**config.mk**
```make
export PLATFORM = sky130hd
export DESIGN_NAME = eucl_div
export DESIGN_NICKNAME = d
export VERILOG_FILES = /design/src/hdl/eucl_pkg.sv /design/src/hdl/eucl_div.sv
export SDC_FILE = /design/constraint.sdc
export NUM_CORES = 1
export LEC_CHECK = 0
export BUFFER_PORTS_ARGS = -buffer_cell sky130_fd_sc_hd__buf_2
export CAP_MARGIN = 25
export CORE_AREA = 2 2 112 114
export DETAILED_ROUTE_END_ITERATION = 10
export DIE_AREA = 0 0 114 116
export HOLD_SLACK_MARGIN = 0.15
export PLACE_DENSITY = 0.51
export SYNTH_ARGS = -nofsm -noshare
export SYNTH_HDL_FRONTEND = slang
export SYNTH_SLANG_ARGS = --single-unit
```
**constraint.sdc**
```tcl
create_clock -name clk -period 3.6 [get_ports clk]
set_input_delay 0.72 -clock clk [delete_from_list [all_inputs] [get_ports clk]]
set_output_delay 0.72 -clock clk [all_outputs]
set_load 0.02 [all_outputs]
```
**src/hdl/eucl_pkg.sv**
```systemverilog
`default_nettype none
package eucl_pkg;

	localparam int MAX_NODES = 64;
	localparam int NODE_W = 6;
	localparam int ADDR_W = (MAX_NODES > 1) ? $clog2(MAX_NODES) : 1;
	localparam int COORD_W = 7;
	localparam int FRAC_W = 8;
	localparam int LEN_W = 22;
	localparam int FIT_W = 25;

	// Sum of two squared coordinate differences, then scaled up to Q8.8 squared.
	localparam int SQ_W = 2 * COORD_W + 1;
	localparam int RAD_W = SQ_W + 2 * FRAC_W + (SQ_W % 2);
	localparam int ROOT_W = RAD_W / 2;
	localparam int SQ_CNT_W = $clog2(ROOT_W);
	localparam int DIV_CNT_W = $clog2(FIT_W);

	localparam logic [LEN_W-1:0] SUM_MAX = {LEN_W{1'b1}};
	localparam logic [FIT_W-1:0] FIT_SAT = FIT_W'(1) << (FIT_W - 1);

	localparam logic FUNC_WRITE = 1'b0;
	localparam logic FUNC_ROUTE = 1'b1;

	typedef struct packed {
		logic                func;
		logic [NODE_W-1:0]   node;
		logic [COORD_W-1:0]  coord_x;
		logic [COORD_W-1:0]  coord_y;
		logic                last;
	} route_item_t;

	typedef struct packed {
		logic [LEN_W-1:0] tour_length;
		logic [FIT_W-1:0] fitness;
		logic             zero_length;
	} result_item_t;

	typedef struct packed {
		logic busy;
		logic done;
	} unit_stat_t;

endpackage
`default_nettype wire

```
**src/hdl/eucl_div.sv**
```systemverilog
`default_nettype none
module eucl_div
	import eucl_pkg::*;
(
	input  wire logic              clk,
	input  wire logic              arst_n,
	input  wire logic              start,
	input  wire logic [LEN_W-1:0]  divisor,
	output unit_stat_t             stat,
	output logic [FIT_W-1:0]       quotient
);

	logic [LEN_W-1:0]     div_q;
	logic [LEN_W-1:0]     rem_q;
	logic [FIT_W-1:0]     quo_q;
	logic [DIV_CNT_W-1:0] cnt_q;
	logic                 busy_q;
	logic                 done_q;
	logic [LEN_W:0]       rem_sh;
	logic                 take;

	// Restoring division of the constant FIT_SAT, one quotient bit per cycle.
	assign rem_sh = {rem_q, FIT_SAT[cnt_q]};
	assign take = rem_sh >= {1'b0, div_q};

	always_ff @(posedge clk or negedge arst_n) begin
		if (!arst_n) begin
			busy_q <= 1'b0;
			done_q <= 1'b0;
			cnt_q <= '0;
		end else begin
			done_q <= 1'b0;
			if (start) begin
				busy_q <= 1'b1;
				cnt_q <= DIV_CNT_W'(FIT_W - 1);
			end else if (busy_q) begin
				cnt_q <= cnt_q - 1'b1;
				if (cnt_q == '0) begin
					busy_q <= 1'b0;
					done_q <= 1'b1;
				end
			end
		end
	end

	always_ff @(posedge clk) begin
		if (start) begin
			div_q <= divisor;
			rem_q <= '0;
			quo_q <= '0;
		end else if (busy_q) begin
			if (take) begin
				rem_q <= LEN_W'(rem_sh - {1'b0, div_q});
			end else begin
				rem_q <= rem_sh[LEN_W-1:0];
			end
			quo_q <= {quo_q[FIT_W-2:0], take};
		end
	end

	assign stat = '{busy: busy_q, done: done_q};
	assign quotient = quo_q;

endmodule
`default_nettype wire

```
* Word-level counts from Yosys, hierarchy flattened *
Memory sizes are Yosys's and may differ from the RTL's.
Cells that the tools add are included.

storage, ports and cells
  flip-flop bits (word level) = 76
  bits in read-only memories = 32
  output and inout port bits = 27
  word-level logic and storage cells = 23
  memories = 1

memories
  name              depth  bits a word  read ports  clocked after Yosys merged registers in  write ports  line            RTL
  (name not given)  32     1            1           0                                        0            eucl_div.sv:23  assign rem_sh = {rem_q, FIT_SAT[cnt_q]};

cells by class
  add/subtract/negate cells = 2
  magnitude comparators = 2
  multiplexer cells = 10
  reduce and logical (&&, ||, !) cells = 2

operator list
  operator                                                    count
  greater-or-equal comparator 23 x 22 -> 1 bit                1
  two-way mux 22 bit                                          1
  subtractor 22 bit                                           1
  two-way mux 5 bit                                           2
  two-way mux 1 bit                                           7
  less-than comparator 5 x 6 -> 1 bit, second input constant  1
  logical NOT 5 bit                                           1
  subtractor 5 x 1 -> 5 bit, second input constant            1
  nonzero test 2 bit                                          1

* Longest topological paths before layout *
  word-level depth = 4
  gate-level depth with buffers = 12
  gate-level depth less buffers = 12

* Worst setup path after synthesis *
Ideal clock, no wire load.

  kind = register to register
  start = register div_q[8]
  end = register rem_q[20]
  arrival = 2.363 ns
  data required time = 3.459 ns
  slack = 1.096 ns
  cell stages (with the launch flop) = 12
  path buffers = 1
  path through = edfxtp_1 inv_1 ha_1 buf_2 nand4_1 or4_1 nor3_2 a2111oi_2 o211a_2 or4_1 mux2i_1 a2111oi_2

on the way
  cells in the longest elaborated chain, start to end = 2
  elaborated cells between the ends (all ways) = 3

RTL lines
  what                                                                               line                            RTL
  from (decl)                                                                        eucl_div.sv:13                  logic [LEN_W-1:0] div_q;
  from (signal assigned)                                                             eucl_div.sv:48                  div_q <= divisor;
  subtractor 22 bit or greater-or-equal comparator 23 x 22 -> 1 bit (tied branches)  eucl_div.sv:53, eucl_div.sv:24
  two-way mux 22 bit (*)                                                             eucl_div.sv:52                  if (take) begin
  to (signal assigned)                                                               eucl_div.sv:53                  rem_q <= LEN_W'(rem_sh - {1'b0, div_q});
  to (signal assigned)                                                               eucl_div.sv:55                  rem_q <= rem_sh[LEN_W-1:0];
  to (decl)                                                                          eucl_div.sv:14                  logic [LEN_W-1:0] rem_q;

Every way passes the cells marked *; elsewhere a longest branch is shown, timed or not.
A chain may end at the register's enable or synchronous reset.

* Final worst setup path *
  start = register div_q[1]
  end = register rem_q[18]

The elaborated chain is that of the path after synthesis.

==> summary.txt <==
Filler Cell Count = 1,227
clk_lat worst skew = 0.34 ns
Ys Warns = 0
register-to-register setup slack = 0.74 ns
std cell rows = 40
DRT iter0 DRCs = 101
Power Total = 3642 uW
Chip Height = 116 um
type of origin of the critical path = flip-flop
io pins = 52
crit-path max cell delay = 0.38 ns
Critical Path Source = div_q[1]
DR vias = 3,169
clock sinks = 76
reg2reg path depth = 11
ANT nets after route = 0
CTS Buffer Depth = 2
Cell Chain, Critical Path = inv_1 -> ha_1 -> nor2b_1 -> o31ai_1 -> a211oi_1 -> o2111ai_2 -> o211ai_2 -> buf_12 -> o311ai_1 -> o21ai_1 -> a311oi_2
CTS tree = yes
crit path to = rem_q[18]
vias in the first global route = 3,010
DRC Markers = 0
GPL Wtd Cong = 0.8293
Post-Route WL = 8.798 mm
IO buf count = 51
H-Tree Depth = 3
Hold-fix buffers, CTS = 0
Final Util = 40.25%
Async S/R FF share, synth = 9.211%
die area = 13,220 um^2
layout cell share with drive strength beyond 1 = 17.68%
DR pass1 iterations = 4
Crit Path Category = flip-flop to flip-flop
gr usage total = 14.12%
core area = 11,910 um^2
clock buffer count from CTS = 9
MaxCap Viol Count = 0
grt total ovfl = 0
WL/cell = 14.14 um
Hold Path Class = input pin to asynchronous set/reset pin
Worst EP arrival = 3.11 ns
post_cts resized = 0
Max Slew Vio Count = 0
flop and latch count out of synthesis = 76
slew margin rel. = 56.89%
reg2reg start = div_q[1]
final worst-path cycle share = 79.41%
Nets = 520
Power per Cell Area = 759.6 nW/um^2
mean area per synthesized cell = 9.634 um^2
design area = 4795 um^2
Worst-path clk slew = 0.06 ns
first-pass GRT wire length = 14.74 mm
register area share after synthesis = 43.29%
HPWL after DPL = 6.250 mm
vias per cell = 5.095
WP data required = 3.86 ns
pin count of the biggest net entering global routing = 49
worst-path fanout max = 19
Layout area overhead = 16.83%
final period demand of the worst path = 2.859 ns
initial antenna violation count = 0
VDD IR-drop max = 0.3662 mV
CP max stage cell = edfxtp_1
r2r endpoint = rem_q[18]
unrepaired setup endpoints after global routing = false
Post-Syn Area = 4104 um^2
Diodes inserted = 0
status = finished, final reports clean
Clock Skew = 0.01020 ns
placed instance area = 4478 um^2
Lkg Pwr = 0.002302 uW
Post-Syn Nets = 476
EDFF count, synth = 22
Worst-Margin Slew = 0.6466 ns
Setup Buffers After CTS = 0
critical path endpoint category = flip-flop
FMAX = 0.3498 GHz
Yosys cell types = 59
CTS root buffer = clkbuf_16
Final Setup Violations = 0
DIE WIDTH = 114 um
Fin. Hold Viols = 0
Hold Slack = 0.2017 ns
setup TNS = 0 ns
Syn Inst Count = 426
dominant synthesized flop cell = dfxtp_1
Initial Util = 34.45%
==> metal layers <==
layer | track usage (%) | vias up | part of all wire (%)
met5 | 0 | - | 0
met4 | 4.390 | 0 | 1.3
met3 | 4.603 | 9 | 3.4
met2 | 22.62 | 42 | 47
met1 | 18.20 | 1490 | 48
li1 | - | 1628 | -
==> registers in the layout, summed over array words and instances, names as in the netlist <==
name      flops
div_q        22
quotient     25
done_q        1
busy_q        1
cnt_q         5
rem_q        22
==> cells by family (layout without fill, tap and decap cells) <==
group                      Yosys count  after routing  share of synthesized area [%]
DFF                                 76             76                          43.29
xor gates and xnor gates            14             14                          2.988
and+or+nand+nor                    126            126                          14.97
AOI/OAI and AO/OA                   97             97                          16.74
muxes                               36             36                          8.811
buffers and inverters               52            101                          5.396
adders and majority gates           25             25                          7.805
==> final cells by class <==
type,instances,area (um^2),share of cell area (%)
Sequential cell,76,1778,37.08
Clock buffer,12,289.0,6.028
Inverter,30,112.6,2.349
Tap cell,147,183.9,3.836
Timing Repair Buffer,55,297.8,6.211
Clock inverter,4,27.53,0.5741
Multi-Input combinational cell,298,2106,43.92
==> per-stage QoR <==
step / instances / worst slack, ns
after floorplan: 426 / 1.096
after global routing: 622 / 0.5041
after CTS: 622 / 0.7164
after global placement: 606 / 0.7861
after detailed placement: 606 / 0.7370
final: 622 / 0.7413
==> synth_stat cells, drive strengths merged, types with 3 or more instances <==
cell,instances,area [um^2]
nor2b,3,18.77
nor2,59,221.5
o21a,3,22.52
and4,3,28.78
xor2,6,52.55
dfrtp,7,175.2
nor3,6,35.03
or3,4,25.02
a21o,13,97.59
o21ai,18,90.08
xnor2,8,70.07
dfxtp,47,940.9
ha,24,300.3
inv,30,112.6
a31oi,4,25.02
buf,10,63.81
and2,3,18.77
nand2,14,52.55
a211oi,20,150.1
edfxtp,22,660.6
nand2b,6,37.54
a21oi,18,90.09
and3,3,18.77
mux2i,35,350.3
nand4,4,25.02
nand3,12,60.06
clkbuf,12,45.04
==> placed cells by master, fill, tap and decap left out, types with 2 or more instances in the layout <==
master     count
or3_1          4
buf_4          3
ha_1          24
clkbuf_16     11
xnor2_1        8
and2_1         3
a21boi_0       2
a211o_1        2
nand2_1       14
inv_1         30
a21o_1        13
nor4_1         2
o31ai_1        2
buf_2         51
mux2i_1       35
o21ai_1        7
nor2b_1        3
nand4_1        4
edfxtp_1      22
nand2b_1       6
or4_1          2
a31oi_1        4
o21a_1         3
a211oi_1      20
dfxtp_1       47
a21oi_1       18
clkinv_2       2
xor2_1         6
nor2_1        59
clkinv_4       2
o21ai_0       11
a2111oi_2      2
nor3_1         5
and4_1         2
nand3_1       12
dfrtp_1        6
and3_1         3
==> worst min-delay path by stage <==
stage,endpoint,slack (ns),cells past startpoint
floorplan,busy_q,0.42,0
global placement,quotient[24],0.47,2
detailed placement,rem_q[9],0.48,2
CTS,cnt_q[1],0.20,1
global route,cnt_q[4],0.20,1
finish,done_q,0.20,1
==> critical path, delay by kind of cell (launching register included) <==
family / cells / cell delay (ns)
and+or+nand+nor: 1 / 0.15
DFF: 1 / 0.38
adders and majority gates: 1 / 0.25
AOI/OAI and AO/OA: 7 / 1.62
buffers and inverters: 2 / 0.37
==> power breakdown <==
part | leakage, uW | switching [uW] | internal (uW)
Combinational | 0.00147 | 858 | 696
Sequential | 0.000677 | 118 | 1040
Clock | 0.000159 | 362 | 569
No activity file was read; power rests on OpenSTA's default activity.
