## config.mk

```make
export PLATFORM = sky130hd
export DESIGN_NAME = eucl_sqrt
export DESIGN_NICKNAME = d
export VERILOG_FILES = /design/src/hdl/eucl_pkg.sv /design/src/hdl/eucl_sqrt.sv
export SDC_FILE = /design/constraint.sdc
export NUM_CORES = 1
export LEC_CHECK = 0
export ABC_AREA = 0
export ABC_CLOCK_PERIOD_IN_PS = 6500
export BUFFER_PORTS_ARGS = -buffer_cell sky130_fd_sc_hd__buf_2
export CAP_MARGIN = 15
export CORE_ASPECT_RATIO = 0.6
export CORE_MARGIN = 8
export CORE_UTILIZATION = 56
export DETAILED_ROUTE_END_ITERATION = 6
export PLACE_DENSITY = 0.86
export SETUP_SLACK_MARGIN = 0.15
export SYNTH_ARGS = -nofsm -noshare
export SYNTH_HDL_FRONTEND = slang
export SYNTH_SLANG_ARGS = --single-unit
```

## constraint.sdc

```tcl
create_clock -name clk -period 6.5 [get_ports clk]
set_input_delay 1.3 -clock clk [delete_from_list [all_inputs] [get_ports clk]]
set_output_delay 1.3 -clock clk [all_outputs]
set_load 0.01 [all_outputs]
```

## src/hdl/eucl_pkg.sv

```systemverilog
`default_nettype none
package eucl_pkg;

	localparam int MAX_NODES = 64;
	localparam int NODE_W = 6;
	localparam int ADDR_W = (MAX_NODES > 1) ? $clog2(MAX_NODES) : 1;
	localparam int COORD_W = 7;
	localparam int FRAC_W = 8;
	localparam int LEN_W = 22;
	localparam int FIT_W = 25;

	// Sum of two squared coordinate differences, then scaled up to Q8.8 squared.
	localparam int SQ_W = 2 * COORD_W + 1;
	localparam int RAD_W = SQ_W + 2 * FRAC_W + (SQ_W % 2);
	localparam int ROOT_W = RAD_W / 2;
	localparam int SQ_CNT_W = $clog2(ROOT_W);
	localparam int DIV_CNT_W = $clog2(FIT_W);

	localparam logic [LEN_W-1:0] SUM_MAX = {LEN_W{1'b1}};
	localparam logic [FIT_W-1:0] FIT_SAT = FIT_W'(1) << (FIT_W - 1);

	localparam logic FUNC_WRITE = 1'b0;
	localparam logic FUNC_ROUTE = 1'b1;

	typedef struct packed {
		logic                func;
		logic [NODE_W-1:0]   node;
		logic [COORD_W-1:0]  coord_x;
		logic [COORD_W-1:0]  coord_y;
		logic                last;
	} route_item_t;

	typedef struct packed {
		logic [LEN_W-1:0] tour_length;
		logic [FIT_W-1:0] fitness;
		logic             zero_length;
	} result_item_t;

	typedef struct packed {
		logic busy;
		logic done;
	} unit_stat_t;

endpackage
`default_nettype wire

```

## src/hdl/eucl_sqrt.sv

```systemverilog
`default_nettype none
module eucl_sqrt
	import eucl_pkg::*;
(
	input  wire logic              clk,
	input  wire logic              arst_n,
	input  wire logic              start,
	input  wire logic [RAD_W-1:0]  radicand,
	output unit_stat_t             stat,
	output logic [ROOT_W-1:0]      root
);

	logic [RAD_W-1:0]    rem_q;
	logic [RAD_W-1:0]    root_q;
	logic [RAD_W-1:0]    bit_q;
	logic [SQ_CNT_W-1:0] cnt_q;
	logic                busy_q;
	logic                done_q;
	logic [RAD_W-1:0]    trial;
	logic                take;

	assign trial = root_q + bit_q;
	assign take = rem_q >= trial;

	// One result bit per cycle; bit_q walks down the even powers of two.
	always_ff @(posedge clk or negedge arst_n) begin
		if (!arst_n) begin
			busy_q <= 1'b0;
			done_q <= 1'b0;
			cnt_q <= '0;
		end else begin
			done_q <= 1'b0;
			if (start) begin
				busy_q <= 1'b1;
				cnt_q <= SQ_CNT_W'(ROOT_W - 1);
			end else if (busy_q) begin
				cnt_q <= cnt_q - 1'b1;
				if (cnt_q == '0) begin
					busy_q <= 1'b0;
					done_q <= 1'b1;
				end
			end
		end
	end

	always_ff @(posedge clk) begin
		if (start) begin
			rem_q <= radicand;
			root_q <= '0;
			bit_q <= RAD_W'(1) << (RAD_W - 2);
		end else if (busy_q) begin
			if (take) begin
				rem_q <= rem_q - trial;
				root_q <= (root_q >> 1) + bit_q;
			end else begin
				root_q <= root_q >> 1;
			end
			bit_q <= bit_q >> 2;
		end
	end

	assign stat = '{busy: busy_q, done: done_q};
	assign root = root_q[ROOT_W-1:0];

endmodule
`default_nettype wire

```

Yosys cells after proc, flatten, opt, wreduce, memory -nomap -nowiden
Index checks and enable logic that the tools add are counted.

operators by class
  order comparisons = 1
  multiplexer cells = 12
  add/subtract/negate cells = 4
  reductions and logical operators = 4

operators with widths
  kind                                                                 count
  32-bit two-way mux                                                   4
  31-bit by 31-bit adder with 32-bit output                            1
  32-bit by 31-bit adder with 32-bit output                            1
  32-bit >= comparator                                                 1
  32-bit subtractor                                                    1
  4-bit two-way mux                                                    2
  1-bit two-way mux                                                    6
  4-bit logical NOT                                                    1
  2-bit nonzero test                                                   2
  4-bit by 1-bit subtractor with 4-bit output (second input constant)  1
  2-bit AND reduction                                                  1

word-level totals
  bits of input ports = 35
  output and inout bits = 18
  register bits = 86
  logic and storage cells = 27

Depth between registers and ports, before layout
  depth after elaboration = 5
  depth in mapped cells = 22
  gate-level depth less buffers = 19

Worst setup path after synthesis
Ideal clock, no wire load.

  path type = register to register
  start = register root_q[2]
  end = register rem_q[0] (enable)
  period minus slack after synthesis = 6.372 ns
  slack = 0.128 ns
  setup time = 0.466 ns
  required time = 6.034 ns
  path buffers = 2
  arrival = 5.906 ns
  cell stages (with the launch flop) = 20
  path through = dfxtp_1 -> ha_1 -> a31oi_1 -> o21bai_1 -> a31oi_1 -> o21bai_1 -> a31oi_1 -> o21bai_1 -> a21oi_1 -> xor2_1 -> ha_1 -> nand3_1 -> nor2_2 -> nand4_1 -> a31oi_1 -> o2111ai_2 -> and2_4 -> buf_6 -> buf_4 -> o21ai_0

between the ends
  word-level cells in the longest chain between the ends = 4

RTL lines
  element                                    RTL line         RTL
  start, declared                            eucl_sqrt.sv:14  logic [RAD_W-1:0] root_q;
  start signal, assigned                     eucl_sqrt.sv:54  root_q <= (root_q >> 1) + bit_q;
  start signal, assigned                     eucl_sqrt.sv:56  root_q <= root_q >> 1;
  32-bit by 31-bit adder with 32-bit output  eucl_sqrt.sv:22  assign trial = root_q + bit_q;
  32-bit >= comparator                       eucl_sqrt.sv:23  assign take = rem_q >= trial;
  2-bit nonzero test (no source line)        -
  2-bit AND reduction (no source line)       -
  end signal, assigned                       eucl_sqrt.sv:48  rem_q <= radicand;
  end signal, assigned                       eucl_sqrt.sv:53  rem_q <= rem_q - trial;
  end, declared                              eucl_sqrt.sv:13  logic [RAD_W-1:0] rem_q;

Every way passes these cells.
A chain may end at the register's enable or synchronous reset.

Final worst setup path
  start = register root_q[2]
  end = register rem_q[7] (enable)

Same word-level chain as after synthesis.

==> impl_metrics.toml <==
[outcome]
status = "finished, final reports clean"

[clock_tree]
clk_latency_ps = 350
cts_root_buf = "clkbuf_16"
cts_max_level = 3
cts_resized = 0
clock-sinks = 86
post_cts.repair.setup_buffers = 0
clkSlewWorstSetupHoldPaths_ps = 70
cts-buffers-inserted = 9
cts_tree = "yes"
clock_tree.buffer_depth = 2
cts_hold_buffers = 0

[logic_synthesis]
syn_nets = 1005
synthesis.area_sq_um = 7400
async_flop_share_pct = 6.98
synth_area_leaders = "dfxtp_1, edfxtp_1, ha_1"
synthCells = 902
synth.yosys.seq_area_share_pct = 28.0
yosys_register_bits = 86
synth_cell_type_count = 69
netlist.top_cell.by_area = "dfxtp_1"
synth_edf_count = 32
yosys_warnings = 0
syn_area_per_cell_sq_um = 8.21
yosys_most_used_dff = "dfxtp_1"
synth_top_area_share_pct = 13.0

[placement]
dp.cells = 1063
hpwl_mm = 13.9
port_buffers = 52
dpl_cell_area_sq_um = 7580
gp_congestion = 0.973

[global_routing]
grt_max_degree = 84
grt_usage_pct = 22.0
gr-total-overflow = 0
first_global_vias = 6190
grt_pass1_wl_mm = 31.6
antenna_found_initial = 0

[die]
io_pins = 53
die_w_um = 164
die_area_sq_um = 17300
core.rowCount = 32
start_util_pct = 57.4
core_area_sq_um = 12900
dieHeight_um = 105

[routing]
dr.max_layer_used = "met4"
dr.pass1.iters = 5
route.detailed.drc = 0
vias = 6791
drt_iter0_drc = 841
dr_wl_met3_mm = 1.78
dr_wl_met2_mm = 7.80
viasPerCell = 6.29
wl_mm = 19.1
wl_met1_mm = 9.38
ant_nets = 0
wire_per_inst_um = 17.7

[critical_path]
cp-start-kind = "flop"
reg2reg_to = "rem_q[7]$_DFFE_PP_"
rr_worst_depth = 17
path_max_fanout = 42
r2r_start = "root_q[2]$_SDFFE_PP0P_"
crit_arrival_ps = 5750
worstSetupPathType = "flop to flop"
cp.required_ps = 6560
end_kind = "flop"
reg2reg_slack_ps = 810

[finish]
drive_gt1_share_pct = 10.7
final_common_cell = "nand2_1"
final_cell_mix = "nand2_1, nor2_1, ha_1, a21oi_1, o21ai_0"
final_cells = 1079
final.fill_count = 1135
antennaDiodeCount = 0
final_nets = 1007
area_growth_pct = 6.32
final_area_sq_um = 7870

[timing]
fmax_ghz = 0.176
clock_skew_ps = 8.22
fin_hold_ws_ps = 534
slew_headroom_pct = 38.3
setup-tns-final_ps = 0
tightest_slew_ps = 926
finalHoldViolCount = 0
timing.final.crit_share_pct = 87.5
grt_setup_unrepaired = "no"
slew_viol_final = 0
min_period_ps = 5690
setup_violations = 0

[hold_path]
hold_class = "flop to flop"
holdCritStartpoint = "cnt_q[3]$_DFFE_PN0P_"
holdPathEnd = "cnt_q[3]$_DFFE_PN0P_"
hold_depth = 2

[power_and_ir_drop]
cellLeakagePower_nw = 3.22
ir_worst_vdd_uv = 189
powerDensity_nw_per_um2 = 396

[job]
maxCapViolations = 0
## worst max-delay path, stage by stage (launching register included)
cell	delay (ps)
dfxtp_1	370
ha_1	360
a31oi_1	130
o21bai_1	240
a31oi_1	170
o21bai_1	510
a31oi_1	210
o21bai_1	270
a21oi_1	120
xor2_1	160
ha_1	390
and3_1	230
a311oi_2	340
a31oi_1	200
o2111ai_2	710
and2_4	590
o21ai_2	80
buf_4	290
## power breakdown
group	switching, mW	internal, mW
Clock	0.248	0.288
Sequential	0.0853	0.742
Combinational	1.08	0.677
## how the worst max path moves through the flow
stage / startpoint / to / slack [ps] / cells past startpoint
2_1_floorplan: root_q[2]$_SDFFE_PP0P_ / rem_q[0]$_DFFE_PP_ / 1000 / 19
3_3_place_gp: root_q[2]$_SDFFE_PP0P_ / rem_q[3]$_DFFE_PP_ / 1110 / 18
3_5_place_dp: root_q[2]$_SDFFE_PP0P_ / rem_q[3]$_DFFE_PP_ / 970 / 18
4_1_cts: root_q[2]$_SDFFE_PP0P_ / rem_q[4]$_DFFE_PP_ / 930 / 18
5_1_grt: root_q[2]$_SDFFE_PP0P_ / rem_q[3]$_DFFE_PP_ / 450 / 17
6_report: root_q[2]$_SDFFE_PP0P_ / rem_q[7]$_DFFE_PP_ / 810 / 17
## sequential cells by signal, indices dropped and copies added (netlist names)
register	flops
rem_q	32
cnt_q	4
bit_q	16
root_q	32
done_q	1
busy_q	1
## layer usage
layer | vias up | track usage, %
met5 | - | 0
met4 | 0 | 4.03
met3 | 17 | 6.07
met2 | 293 | 31.5
met1 | 3152 | 32.4
li1 | 3329 | -
## per-stage QoR
stage / power, mW / setup WS [ps] / utilization [%]
5_1_grt: 3.33 / 455 / 61.1
6_report: 3.12 / 814 / 61.1
2_1_floorplan: 2.18 / 998 / -
3_3_place_gp: 2.49 / 1110 / 58.8
4_1_cts: 3.07 / 933 / 61.1
3_5_place_dp: 2.52 / 965 / 58.8
## cells by family after synthesis
family	Yosys count	share of synthesized area (%)
multiplexers	30	4.14
adder cells (fa/ha/maj)	68	11.6
XOR/XNOR	61	7.22
flip-flops	86	28.0
AND/OR/NAND/NOR	273	16.7
AO/OA/AOI/OAI	296	26.7
buffers and inverters	88	5.69
## synth_stat cells (all sizes together) (5+ instances only)
master / n
dfxtp: 48
a31oi: 23
nand3: 16
clkbuf: 31
xor2: 27
dfrtp: 6
a221oi: 9
buf: 33
or3: 11
a21o: 21
nor2: 78
edfxtp: 32
xnor2: 34
a21oi: 65
a311oi: 16
nand2b: 7
o211ai: 7
ha: 67
mux2: 5
nand2: 110
o21bai: 24
inv: 23
o21ai: 70
nor2b: 5
and2: 5
nand4: 14
nor3: 8
o22ai: 5
a21boi: 7
a31o: 7
mux2i: 25
a211oi: 18
nor4: 6
## final cells by class
cell class / instances / area, sq um / share of cell area (%)
clock buffers: 10 / 250 / 3.18
clock inverters: 6 / 46.3 / 0.588
inverters: 24 / 90.1 / 1.14
multi-input cells: 728 / 4910 / 62.4
flip-flops and latches: 86 / 2070 / 26.3
well taps: 170 / 213 / 2.70
repair buffers: 55 / 285 / 3.62
(Power assumes the default switching activity.)
